[config.mk]
export PLATFORM = sky130hd
export DESIGN_NAME = text_to_byte_payload_parser
export DESIGN_NICKNAME = d
export VERILOG_FILES = /design/src/rtl/tbp_pkg.sv /design/src/rtl/tbp_core.sv /design/src/rtl/tbp_result_q.sv /design/src/rtl/text_to_byte_payload_parser.sv
export SDC_FILE = /design/constraint.sdc
export NUM_CORES = 1
export LEC_CHECK = 0
export BUFFER_PORTS_ARGS = -buffer_cell sky130_fd_sc_hd__buf_2
export CAP_MARGIN = 20
export CORE_MARGIN = 2
export CORE_UTILIZATION = 50
export CTS_CLUSTER_DIAMETER = 120
export DETAILED_ROUTE_END_ITERATION = 8
export PLACE_DENSITY_LB_ADDON = 0.12
export SLEW_MARGIN = 0
export SYNTH_ARGS = -nofsm -noshare
export SYNTH_HDL_FRONTEND = slang
export SYNTH_HIERARCHICAL = 1
export SYNTH_SLANG_ARGS = --single-unit
[constraint.sdc]
create_clock -name aclk -period 11.3 [get_ports aclk]
set_input_delay 1.13 -clock aclk [delete_from_list [all_inputs] [get_ports aclk]]
set_output_delay 1.13 -clock aclk [all_outputs]
set_load 0.005 [all_outputs]
[src/rtl/tbp_pkg.sv]
// ----------------------------------------------------------------------------
// tbp_pkg
// Shared types, codes and character helpers of the text to byte payload
// parser.
// ----------------------------------------------------------------------------
package tbp_pkg;

    // Most result items that one input item can cause:
    // one byte, CR, LF and the status item.
    localparam int MAX_RESULTS = 4;
    localparam int RES_CNT_W   = $clog2(MAX_RESULTS + 1);

    // Configuration register indexes
    localparam logic [1:0] REG_PARSE_MODE  = 2'd0;
    localparam logic [1:0] REG_LINE_ENDING = 2'd1;

    // Parse modes
    localparam logic [1:0] MODE_ASCII = 2'd0;
    localparam logic [1:0] MODE_HEX   = 2'd1;
    localparam logic [1:0] MODE_DEC   = 2'd2;
    localparam logic [1:0] MODE_BIN   = 2'd3;

    // Line endings
    localparam logic [1:0] LE_NONE = 2'd0;
    localparam logic [1:0] LE_CR   = 2'd1;
    localparam logic [1:0] LE_LF   = 2'd2;
    localparam logic [1:0] LE_CRLF = 2'd3;

    // Status codes
    localparam logic [2:0] ST_OK        = 3'd0;
    localparam logic [2:0] ST_BAD_HEX   = 3'd1;
    localparam logic [2:0] ST_ODD_NIB   = 3'd2;
    localparam logic [2:0] ST_BAD_DEC   = 3'd3;
    localparam logic [2:0] ST_BAD_BIN   = 3'd4;
    localparam logic [2:0] ST_NON_ASCII = 3'd5;

    // Characters
    localparam logic [15:0] CH_ASCII_MAX  = 16'h007F;
    localparam logic [15:0] CH_SPACE      = 16'h0020;
    localparam logic [15:0] CH_TAB        = 16'h0009;
    localparam logic [15:0] CH_CR16       = 16'h000D;
    localparam logic [15:0] CH_COMMA      = 16'h002C;
    localparam logic [15:0] CH_SEMI       = 16'h003B;
    localparam logic [15:0] CH_PLUS       = 16'h002B;
    localparam logic [15:0] CH_MINUS      = 16'h002D;
    localparam logic [15:0] CH_ZERO       = 16'h0030;
    localparam logic [15:0] CH_ONE        = 16'h0031;
    localparam logic [15:0] CH_NINE       = 16'h0039;
    localparam logic [15:0] CH_FW_COMMA   = 16'hFF0C;
    localparam logic [15:0] CH_FW_SEMI    = 16'hFF1B;
    localparam logic [15:0] CH_IDEO_COMMA = 16'h3001;
    localparam logic [7:0]  BYTE_CR       = 8'h0D;
    localparam logic [7:0]  BYTE_LF       = 8'h0A;
    localparam logic [8:0]  ACC_SAT       = 9'd256;
    localparam logic [8:0]  ACC_MAX_BYTE  = 9'd255;

    typedef struct packed {
        logic [1:0] parse_mode;
        logic [1:0] line_ending;
    } cfg_t;

    typedef struct packed {
        logic [7:0] byte_value;
        logic       has_byte;
        logic       last_item;
        logic [2:0] status_code;
    } result_t;

    typedef result_t [MAX_RESULTS-1:0] res_vec_t;

    // Decimal token flags
    typedef struct packed {
        logic active;
        logic sign;
        logic minus;
        logic digit;
        logic bad;
    } tok_flags_t;

    function automatic result_t make_byte(input logic [7:0] b);
        result_t r;
        r.byte_value  = b;
        r.has_byte    = 1'b1;
        r.last_item   = 1'b0;
        r.status_code = ST_OK;
        return r;
    endfunction

    function automatic logic is_space(input logic [15:0] c);
        return (c == CH_SPACE) || (c >= CH_TAB && c <= CH_CR16);
    endfunction

    function automatic logic is_sep(input logic [15:0] c);
        return is_space(c) || c == CH_COMMA || c == CH_SEMI ||
               c == CH_FW_COMMA || c == CH_FW_SEMI || c == CH_IDEO_COMMA;
    endfunction

    // {valid, value} of a hex digit
    function automatic logic [4:0] hex_digit(input logic [15:0] c);
        logic [4:0] r;
        r = 5'd0;
        if (c >= 16'h0030 && c <= 16'h0039) begin
            r = {1'b1, c[3:0]};
        end else if ((c >= 16'h0061 && c <= 16'h0066) ||
                     (c >= 16'h0041 && c <= 16'h0046)) begin
            r = {1'b1, c[3:0] + 4'd9};
        end
        return r;
    endfunction

endpackage

[src/rtl/tbp_core.sv]
// ----------------------------------------------------------------------------
// tbp_core
// Message state of the parser and the single-pass decode of one input
// item into up to four result items.
// ----------------------------------------------------------------------------
module tbp_core
    import tbp_pkg::*;
(
    input  logic        aclk,
    input  logic        aresetn,
    input  cfg_t        cfg,
    input  logic        fire,
    input  logic [15:0] char_code,
    input  logic        has_char,
    input  logic        end_of_text,
    output res_vec_t    res,
    output logic [RES_CNT_W-1:0] res_cnt
);

    logic [2:0]  error_reg,  error_next;
    logic [3:0]  hn_reg,     hn_next;
    logic        np_reg,     np_next;
    logic [7:0]  bs_reg,     bs_next;
    logic [2:0]  bc_reg,     bc_next;
    logic [8:0]  acc_reg,    acc_next;
    tok_flags_t  tok_reg,    tok_next;

    function automatic logic token_good(input tok_flags_t t, input logic [8:0] a);
        return t.digit && !t.bad && (a <= ACC_MAX_BYTE) && (!t.minus || a == 9'd0);
    endfunction

    always_comb begin
        logic [4:0]  hx;
        logic [11:0] prod;
        logic [RES_CNT_W-1:0] n;
        res_vec_t    r;

        error_next = error_reg;
        hn_next    = hn_reg;
        np_next    = np_reg;
        bs_next    = bs_reg;
        bc_next    = bc_reg;
        acc_next   = acc_reg;
        tok_next   = tok_reg;
        n          = '0;
        r          = '0;
        hx         = hex_digit(char_code);
        prod       = '0;

        if (has_char) begin
            case (cfg.parse_mode)
                MODE_ASCII: begin
                    if (char_code > CH_ASCII_MAX) begin
                        if (error_next == ST_OK) error_next = ST_NON_ASCII;
                    end else if (error_next == ST_OK) begin
                        r[n[1:0]] = make_byte(char_code[7:0]);
                        n = n + 1'b1;
                    end
                end
                MODE_HEX: begin
                    if (!(is_space(char_code) || char_code == CH_COMMA ||
                          char_code == CH_MINUS)) begin
                        if (!hx[4]) begin
                            if (error_next == ST_OK) error_next = ST_BAD_HEX;
                        end else if (np_next) begin
                            if (error_next == ST_OK) begin
                                r[n[1:0]] = make_byte({hn_next, hx[3:0]});
                                n = n + 1'b1;
                            end
                            np_next = 1'b0;
                            hn_next = 4'd0;
                        end else begin
                            hn_next = hx[3:0];
                            np_next = 1'b1;
                        end
                    end
                end
                MODE_DEC: begin
                    if (is_sep(char_code)) begin
                        // close the open token
                        if (tok_next.active) begin
                            if (token_good(tok_next, acc_next)) begin
                                if (error_next == ST_OK) begin
                                    r[n[1:0]] = make_byte(acc_next[7:0]);
                                    n = n + 1'b1;
                                end
                            end else if (error_next == ST_OK) begin
                                error_next = ST_BAD_DEC;
                            end
                        end
                        tok_next = '0;
                        acc_next = '0;
                    end else begin
                        tok_next.active = 1'b1;
                        if ((char_code == CH_PLUS || char_code == CH_MINUS) &&
                            !(tok_next.sign || tok_next.digit)) begin
                            tok_next.sign = 1'b1;
                            if (char_code == CH_MINUS) tok_next.minus = 1'b1;
                        end else if (char_code >= CH_ZERO && char_code <= CH_NINE) begin
                            prod = {3'd0, acc_next} * 12'd10 + {8'd0, char_code[3:0]};
                            acc_next = (prod > {3'd0, ACC_SAT}) ? ACC_SAT : prod[8:0];
                            tok_next.digit = 1'b1;
                        end else begin
                            tok_next.bad = 1'b1;
                        end
                    end
                end
                MODE_BIN: begin
                    if (!is_sep(char_code)) begin
                        if (char_code == CH_ZERO || char_code == CH_ONE) begin
                            bs_next = {bs_next[6:0], char_code[0]};
                            if (bc_next == 3'd7) begin
                                if (error_next == ST_OK) begin
                                    r[n[1:0]] = make_byte(bs_next);
                                    n = n + 1'b1;
                                end
                                bc_next = 3'd0;
                                bs_next = 8'd0;
                            end else begin
                                bc_next = bc_next + 3'd1;
                            end
                        end else if (error_next == ST_OK) begin
                            error_next = ST_BAD_BIN;
                        end
                    end
                end
                default: ;
            endcase
        end

        if (end_of_text) begin
            // judge leftovers of the current mode
            if (cfg.parse_mode == MODE_HEX && np_next) begin
                if (error_next == ST_OK) error_next = ST_ODD_NIB;
            end else if (cfg.parse_mode == MODE_DEC) begin
                if (tok_next.active) begin
                    if (token_good(tok_next, acc_next)) begin
                        if (error_next == ST_OK) begin
                            r[n[1:0]] = make_byte(acc_next[7:0]);
                            n = n + 1'b1;
                        end
                    end else if (error_next == ST_OK) begin
                        error_next = ST_BAD_DEC;
                    end
                end
            end else if (cfg.parse_mode == MODE_BIN && bc_next != 3'd0) begin
                if (error_next == ST_OK) error_next = ST_BAD_BIN;
            end

            if ((cfg.line_ending == LE_CR || cfg.line_ending == LE_CRLF) &&
                error_next == ST_OK) begin
                r[n[1:0]] = make_byte(BYTE_CR);
                n = n + 1'b1;
            end
            if ((cfg.line_ending == LE_LF || cfg.line_ending == LE_CRLF) &&
                error_next == ST_OK) begin
                r[n[1:0]] = make_byte(BYTE_LF);
                n = n + 1'b1;
            end

            r[n[1:0]].byte_value  = 8'd0;
            r[n[1:0]].has_byte    = 1'b0;
            r[n[1:0]].last_item   = 1'b1;
            r[n[1:0]].status_code = error_next;
            n = n + 1'b1;

            // start the next message clean
            error_next = ST_OK;
            hn_next    = '0;
            np_next    = 1'b0;
            bs_next    = '0;
            bc_next    = '0;
            acc_next   = '0;
            tok_next   = '0;
        end

        res     = r;
        res_cnt = n;
    end

    always_ff @(posedge aclk) begin
        if (!aresetn) begin
            error_reg <= ST_OK;
            hn_reg    <= '0;
            np_reg    <= 1'b0;
            bs_reg    <= '0;
            bc_reg    <= '0;
            acc_reg   <= '0;
            tok_reg   <= '0;
        end else if (fire) begin
            error_reg <= error_next;
            hn_reg    <= hn_next;
            np_reg    <= np_next;
            bs_reg    <= bs_next;
            bc_reg    <= bc_next;
            acc_reg   <= acc_next;
            tok_reg   <= tok_next;
        end
    end

endmodule

[src/rtl/tbp_result_q.sv]
// ----------------------------------------------------------------------------
// tbp_result_q
// Result queue: takes up to four result items per cycle, hands out one.
// ----------------------------------------------------------------------------
module tbp_result_q
    import tbp_pkg::*;
#(
    parameter int DEPTH = 8
) (
    input  logic                 aclk,
    input  logic                 aresetn,
    input  res_vec_t             push_data,
    input  logic [RES_CNT_W-1:0] push_cnt,
    output logic                 space_ok,
    output result_t              head,
    output logic                 head_valid,
    input  logic                 pop
);

    localparam int PTR_W = $clog2(DEPTH);
    localparam int CNT_W = $clog2(DEPTH + 1);

    result_t            mem [DEPTH];
    logic [PTR_W-1:0]   wr_ptr_reg, wr_ptr_next;
    logic [PTR_W-1:0]   rd_ptr_reg, rd_ptr_next;
    logic [CNT_W-1:0]   count_reg,  count_next;
    logic               do_pop;

    assign do_pop     = pop && head_valid;
    assign head_valid = (count_reg != '0);
    assign head       = mem[rd_ptr_reg];
    // room for the largest burst one item can cause
    assign space_ok   = (count_reg <= CNT_W'(DEPTH - MAX_RESULTS));

    always_comb begin
        wr_ptr_next = wr_ptr_reg + PTR_W'(push_cnt);
        rd_ptr_next = rd_ptr_reg + PTR_W'(do_pop);
        count_next  = count_reg + CNT_W'(push_cnt) - CNT_W'(do_pop);
    end

    always_ff @(posedge aclk) begin
        for (int i = 0; i < MAX_RESULTS; i++) begin
            if (RES_CNT_W'(i) < push_cnt) begin
                mem[wr_ptr_reg + PTR_W'(i)] <= push_data[i];
            end
        end
    end

    always_ff @(posedge aclk) begin
        if (!aresetn) begin
            wr_ptr_reg <= '0;
            rd_ptr_reg <= '0;
            count_reg  <= '0;
        end else begin
            wr_ptr_reg <= wr_ptr_next;
            rd_ptr_reg <= rd_ptr_next;
            count_reg  <= count_next;
        end
    end

endmodule

[src/rtl/text_to_byte_payload_parser.sv]
// ----------------------------------------------------------------------------
// text_to_byte_payload_parser
// Turns the UTF-16 characters of a message into payload bytes (ascii, hex,
// decimal tokens or binary digits), appends the line ending and closes each
// message with a status item.
// ----------------------------------------------------------------------------
//
//   channel   direction  handshake             payload
//   s_        in         s_valid / s_ready     char_code, has_char, end_of_text
//   m_        out        m_valid / m_ready     byte_value, has_byte, last_item,
//                                              status_code
//   cfg_      in         cfg_valid / cfg_ready cfg_index, cfg_data
//
// Each accepted character is decoded in the cycle it is taken and its 0..4
// result items are written into the result queue at that edge; the first
// one shows on m_ once the items ahead of it in the queue have drained.
// The input takes one item per cycle while the queue has four free slots;
// the output drains one result per cycle while m_ready is high, so the
// result port sets the sustained rate.
// Reset clears the configuration, the message state and the queue.
// A stall on m_ drops s_ready once under four slots are free; no data is lost.
//
module text_to_byte_payload_parser
    import tbp_pkg::*;
#(
    parameter int FIFO_DEPTH = 8
) (
    input  logic        aclk,
    input  logic        aresetn,

    input  logic        s_valid,
    output logic        s_ready,
    input  logic [15:0] s_char_code,
    input  logic        s_has_char,
    input  logic        s_end_of_text,

    output logic        m_valid,
    input  logic        m_ready,
    output logic [7:0]  m_byte_value,
    output logic        m_has_byte,
    output logic        m_last_item,
    output logic [2:0]  m_status_code,

    input  logic        cfg_valid,
    output logic        cfg_ready,
    input  logic [1:0]  cfg_index,
    input  logic [1:0]  cfg_data
);

    cfg_t                 cfg_reg, cfg_next;
    logic                 fire;
    logic                 space_ok;
    res_vec_t             res;
    logic [RES_CNT_W-1:0] res_cnt;
    logic [RES_CNT_W-1:0] push_cnt;
    result_t              head;

    // Configuration: always ready; writes beyond the list are dropped.
    assign cfg_ready = 1'b1;

    always_comb begin
        cfg_next = cfg_reg;
        if (cfg_valid && cfg_ready) begin
            case (cfg_index)
                REG_PARSE_MODE:  cfg_next.parse_mode  = cfg_data;
                REG_LINE_ENDING: cfg_next.line_ending = cfg_data;
                default: ;
            endcase
        end
    end

    always_ff @(posedge aclk) begin
        if (!aresetn) begin
            cfg_reg <= '{parse_mode: MODE_ASCII, line_ending: LE_NONE};
        end else begin
            cfg_reg <= cfg_next;
        end
    end

    // Input transfer: take a character whenever the queue can hold a full burst.
    assign s_ready = space_ok;
    assign fire    = s_valid && s_ready;

    tbp_core u_core (
        .aclk        (aclk),
        .aresetn     (aresetn),
        .cfg         (cfg_reg),
        .fire        (fire),
        .char_code   (s_char_code),
        .has_char    (s_has_char),
        .end_of_text (s_end_of_text),
        .res         (res),
        .res_cnt     (res_cnt)
    );

    // Only a real transfer pushes results.
    assign push_cnt = fire ? res_cnt : '0;

    tbp_result_q #(
        .DEPTH (FIFO_DEPTH)
    ) u_q (
        .aclk       (aclk),
        .aresetn    (aresetn),
        .push_data  (res),
        .push_cnt   (push_cnt),
        .space_ok   (space_ok),
        .head       (head),
        .head_valid (m_valid),
        .pop        (m_ready)
    );

    // Present the queue head; hold it until the consumer takes it.
    assign m_byte_value  = head.byte_value;
    assign m_has_byte    = head.has_byte;
    assign m_last_item   = head.last_item;
    assign m_status_code = head.status_code;

endmodule

-- Word-level counts from Yosys, hierarchy flattened
Memory sizes are Yosys's and may differ from the RTL's. A register that Yosys moved wholly into a read port is not among the register bits.
Index checks and enable logic that the tools add are counted.
- logic and storage cells: 291
- memories: 1
- memory bits (writable): 104
- input port bits: 27
- output and inout port bits: 16
- register bits after elaboration: 46
- muxes and demuxes: 146
- $add $sub $neg: 14
- bitwise operators: 6
- reduce and logical (&&, ||, !) cells: 62
- multiply operators: 1
- eq/ne operators: 20
- order comparisons: 25
- memories (memory ; depth ; width ; read ports ; clocked after Yosys merged registers in ; wr ports ; RTL line ; source):
    u_q.mem ; 8 ; 13 ; 1 ; 1 ; 4 ; tbp_result_q.sv:23 ; result_t mem [DEPTH];
- operators with widths (operator ; count):
    52-bit 2-to-1 mux ; 11
    52-bit bitwise mux ; 5
    13-bit 2-to-1 mux ; 19
    13-bit demux with 2-bit select ; 7
    3-bit 2-to-1 mux ; 53
    16-bit by 6-bit equality test with 1-bit output (second input constant) ; 7
    9-bit 2-to-1 mux ; 7
    13-bit one-hot mux with 4 select lines ; 1
    7-bit 2-to-1 mux ; 6
    40-bit AND ; 1
    40-bit inverter ; 1
    36-bit AND ; 1
    36-bit inverter ; 1
    5-bit 2-to-1 mux ; 7
    16-bit equality test (second input constant) ; 2
    16-bit by 7-bit greater-or-equal comparator with 1-bit output (second input constant) ; 2
    16-bit by 7-bit <= comparator with 1-bit output (second input constant) ; 2
    4-bit 2-to-1 mux ; 7
    3-bit one-hot mux with 4 select lines ; 2
    1-bit logical AND ; 21
    1-bit 2-to-1 mux ; 19
    3-bit by 1-bit adder with 3-bit output (second input constant) ; 6
    9-bit by 8-bit <= comparator with 1-bit output (second input constant) ; 2
    9-bit logical NOT ; 2
    37 further kinds ; 82

-- Logic depth before layout (Yosys ltp)
- depth in word-level cells: 37
- gate-level depth with buffers: 32
- gate-level depth less buffers: 29

-- Cells and area by module
The synthesis kept the hierarchy.
- by module, submodules not included (module ; sequential area each (µm²) ; cells an instance ; area an instance (µm²) ; times used):
    tbp_result_q ; 3323.2 ; 806 ; 7521.0 ; 1
    tbp_core ; 640.6 ; 644 ; 4578.1 ; 1
    text_to_byte_payload_parser ; 80.1 ; 22 ; 198.9 ; 1

-- Worst setup path after synthesis
No wires, ideal clock.
- kind: input to register
- start point: in s_char_code[0]
- end point: mem u_q/mem[4][0] (netlist name) (enable)
- stages on the path: 26
- data required time: 10869 ps
- arrival time: 7944 ps
- library setup time: 431 ps
- setup slack: 2925 ps
- buffers on the path: 2
- cells stage by stage: clkbuf_1 > inv_1 > ha_1 > xnor2_1 > o2111ai_2 > a21oi_4 > nor3_1 > nor3_2 > o41ai_4 > inv_1 > ha_1 > nand2_1 > o31ai_4 > ha_1 > nand2b_1 > nand2_1 > ha_1 > inv_1 > ha_1 > or4_1 > nand4_1 > and3_1 > buf_2 > inv_1 > o21a_1 > o311ai_0
- RTL lines (what ; RTL line ; source):
    from (decl) ; text_to_byte_payload_parser.sv:33 ; input logic [15:0] s_char_code,
    to (decl) ; tbp_result_q.sv:23 ;

==> reports/metrics.yaml <==
status: "complete, no violations"
instances_no_fill: 1758
dr.pass1.iters: 6
place_congestion: 0.9838
hold_path.class: "flip-flop to flip-flop"
leakage_uw: 0.004661
required_ns: 11.53
start_kind: "input pin"
largest_reg_flops: 104
synthFlopType: "edfxtp_1"
worstPathMaxFanout: 16
placed_area_um2: 12480
grt_pass1_vias: 11050
coreArea_um2: 24250
clkLatencyLatePin_ns: 0.43
grt_pass1_wl_um: 64200
clk_pin_slew_ns: 0.07
nets: 1498
reg2reg_slack_ns: 3.04
synth_area_um2: 12300
layout.cells.most_common: "nand2_1"
start_util: 0.5072
avgViaCountPerCell: 6.671
final-setup-viol-count: 0
num_vias: 11730
ys_types: 102
drcViolationCount: 0
max_cap_violations: 0
drive_above_1_share: 0.1485
antenna_found_initial: 0
end_kind: "flip-flop"
peakVddDrop_mv: 0.07972
io_pins: 43
track_usage: 0.3223
final_cell_mix: "273 x nand2_1, 107 x a31oi_1, 105 x o22ai_1"
post-cts-setup-buffers: 0
rows: 57
place_hpwl_um: 29700
io_buffer_count: 41
synthArstFlopShare: 0
min_period_ns: 8.447
overflow: 0
rsz0062_at_grt: "false"
cts_buffers: 17
worst_pin_slew_ns: 1.299
die_h_um: 160.8
area_delta_synth_final_pct: 7.111
h-tree-depth: 4
setup_tns_ns: 0
criticalPathCategory: "input pin to flip-flop"
totalPowerFinal_uw: 1621
final_area_um2: 13170
ant_nets: 0
cts.sink_count: 150
wl_per_cell_um: 23.60
cts.path.max_buffers: 2
dp_cells: 1718
wirelength_um: 41490
finClkSkew_ns: 0.01139
slew_headroom: 0.1270
fin_crit_sh: 0.7475
cp.arrival_ns: 8.68
cts-resized-gates: 0
timing.fmax_mhz: 118.4
nFillCells: 2292
grt_max_degree: 31
synth_edf_count: 104
hold_viol: 0
die_w_um: 160.8
power.density_nw_per_um2: 123.0
synth_seq_cells: 150
dieArea_um2: 25870
yosysSeqAreaShare: 0.3288
final_max_slew_viol_count: 0
synthCells: 1472
syn-mean-instance-area_um2: 8.355
multi_input_area_um2: 7442
cts_hold_buf: 0
drt_iter0_markers: 1269
cts_tree: "done"
cts-root-buf: "clkbuf_16"
antennaDiodeCount: 0
yosysWarnings: 6
ff_latch_area_um2: 4045
[power by group]
group	internal (uW)	switching, uW
clock network	331	253
registers	611	16.2
logic	186	224
total	1130	493
[cell usage after synthesis, drive strengths merged (5+ instances only)]
| library cell | n | area share |
|---|---|---|
| o22ai | 105 | 0.053 |
| o211ai | 18 | 0.013 |
| a21oi | 50 | 0.022 |
| nand2 | 273 | 0.083 |
| nand3 | 25 | 0.010 |
| nand2b | 10 | 0.0051 |
| o21ai | 33 | 0.014 |
| xnor2 | 15 | 0.011 |
| nor2b | 15 | 0.0076 |
| and3 | 12 | 0.0061 |
| or3 | 16 | 0.0081 |
| edfxtp | 104 | 0.25 |
| a22oi | 15 | 0.0092 |
| clkbuf | 69 | 0.022 |
| nor2 | 91 | 0.028 |
| nor3 | 50 | 0.023 |
| nand3b | 7 | 0.0043 |
| mux4 | 26 | 0.048 |
| ha | 46 | 0.047 |
| a31oi | 108 | 0.055 |
| nor4b | 5 | 0.0036 |
| nor4 | 11 | 0.0061 |
| a311oi | 5 | 0.0036 |
| a211oi | 6 | 0.0045 |
| or2 | 7 | 0.0036 |
| and2 | 31 | 0.016 |
| xor2 | 9 | 0.0070 |
| buf | 91 | 0.038 |
| nand4 | 12 | 0.0061 |
| dfxtp | 46 | 0.075 |
| mux2 | 21 | 0.020 |
| a21o | 11 | 0.0068 |
| o21bai | 6 | 0.0037 |
| or4 | 9 | 0.0064 |
| inv | 41 | 0.013 |
| mux2i | 9 | 0.0073 |
[cell type report]
type | count | share of cell area
clock buffer | 17 | 0.03229
clock inverter | 15 | 0.01282
inverter | 41 | 0.01187
multi-input combinational | 1132 | 0.5650
sequential | 150 | 0.3071
tap | 324 | 0.03078
timing repair buffer | 79 | 0.04018
[through the flow]
step	hold WS [ns]	util	setup slack [ns]
6_report	0.4696	0.5432	2.853
5_1_grt	0.4834	0.5432	2.378
4_1_cts	0.4593	0.5391	2.958
3_5_place_dp	0.4491	0.5146	2.514
3_3_place_gp	0.4398	0.5137	2.641
2_1_floorplan	0.4319	-	2.925
[final timing paths]
check	startpoint	endpoint	cells after the start
worst min-delay path	u_core/tok_reg[3]	u_core/tok_reg[3]	2
worst min register to register	u_core/tok_reg[3]	u_core/tok_reg[3]	2
worst max-delay path	s_char_code[0]	u_q/mem[4][5]	25
worst max register to register	u_core/acc_reg[1]	u_q/mem[4][5]	23
[critical path, cell delays in order]
cell       delay [ns]
buf_2            0.22
inv_1            0.14
ha_1             0.26
xnor2_1          0.15
o2111ai_2        0.26
a21oi_4          0.12
nor3_1           0.65
nor3_2           0.25
o41ai_4          0.44
inv_1            0.09
ha_1             0.28
nand2_1          0.08
o31ai_4          0.45
ha_1             0.37
nand2b_1         0.19
nand2_1          0.14
ha_1             0.15
inv_1            0.07
ha_1             0.29
or4_1            0.51
nand4_1          0.08
and3_1           0.53
nand4_1          0.84
and2_1           0.65
a31oi_1          0.33
[kinds of logic (layout without fill, tap and decap cells)]
kind of cell | after synthesis | after routing | share of synthesized area
buffers and inverters | 201 | 152 | 0.07325
adders and majority gates | 50 | 50 | 0.05331
other | 2 | 13 | 0.0006107
muxes | 56 | 56 | 0.07447
DFF | 150 | 150 | 0.3288
AOI/OAI and AO/OA | 399 | 399 | 0.2198
xor gates and xnor gates | 24 | 24 | 0.01831
and+or+nand+nor | 590 | 590 | 0.2315
[routing by layer]
metal | track usage | up-vias | wire [um]
met1 | 0.4030 | 5544 | 16260
met5 | 0 | - | 0
met3 | 0.05475 | 161 | 3389
li1 | - | 5335 | -
met2 | 0.5264 | 687 | 19480
met4 | 0.1903 | 0 | 2367
No activity file was read; power rests on OpenSTA's default activity.
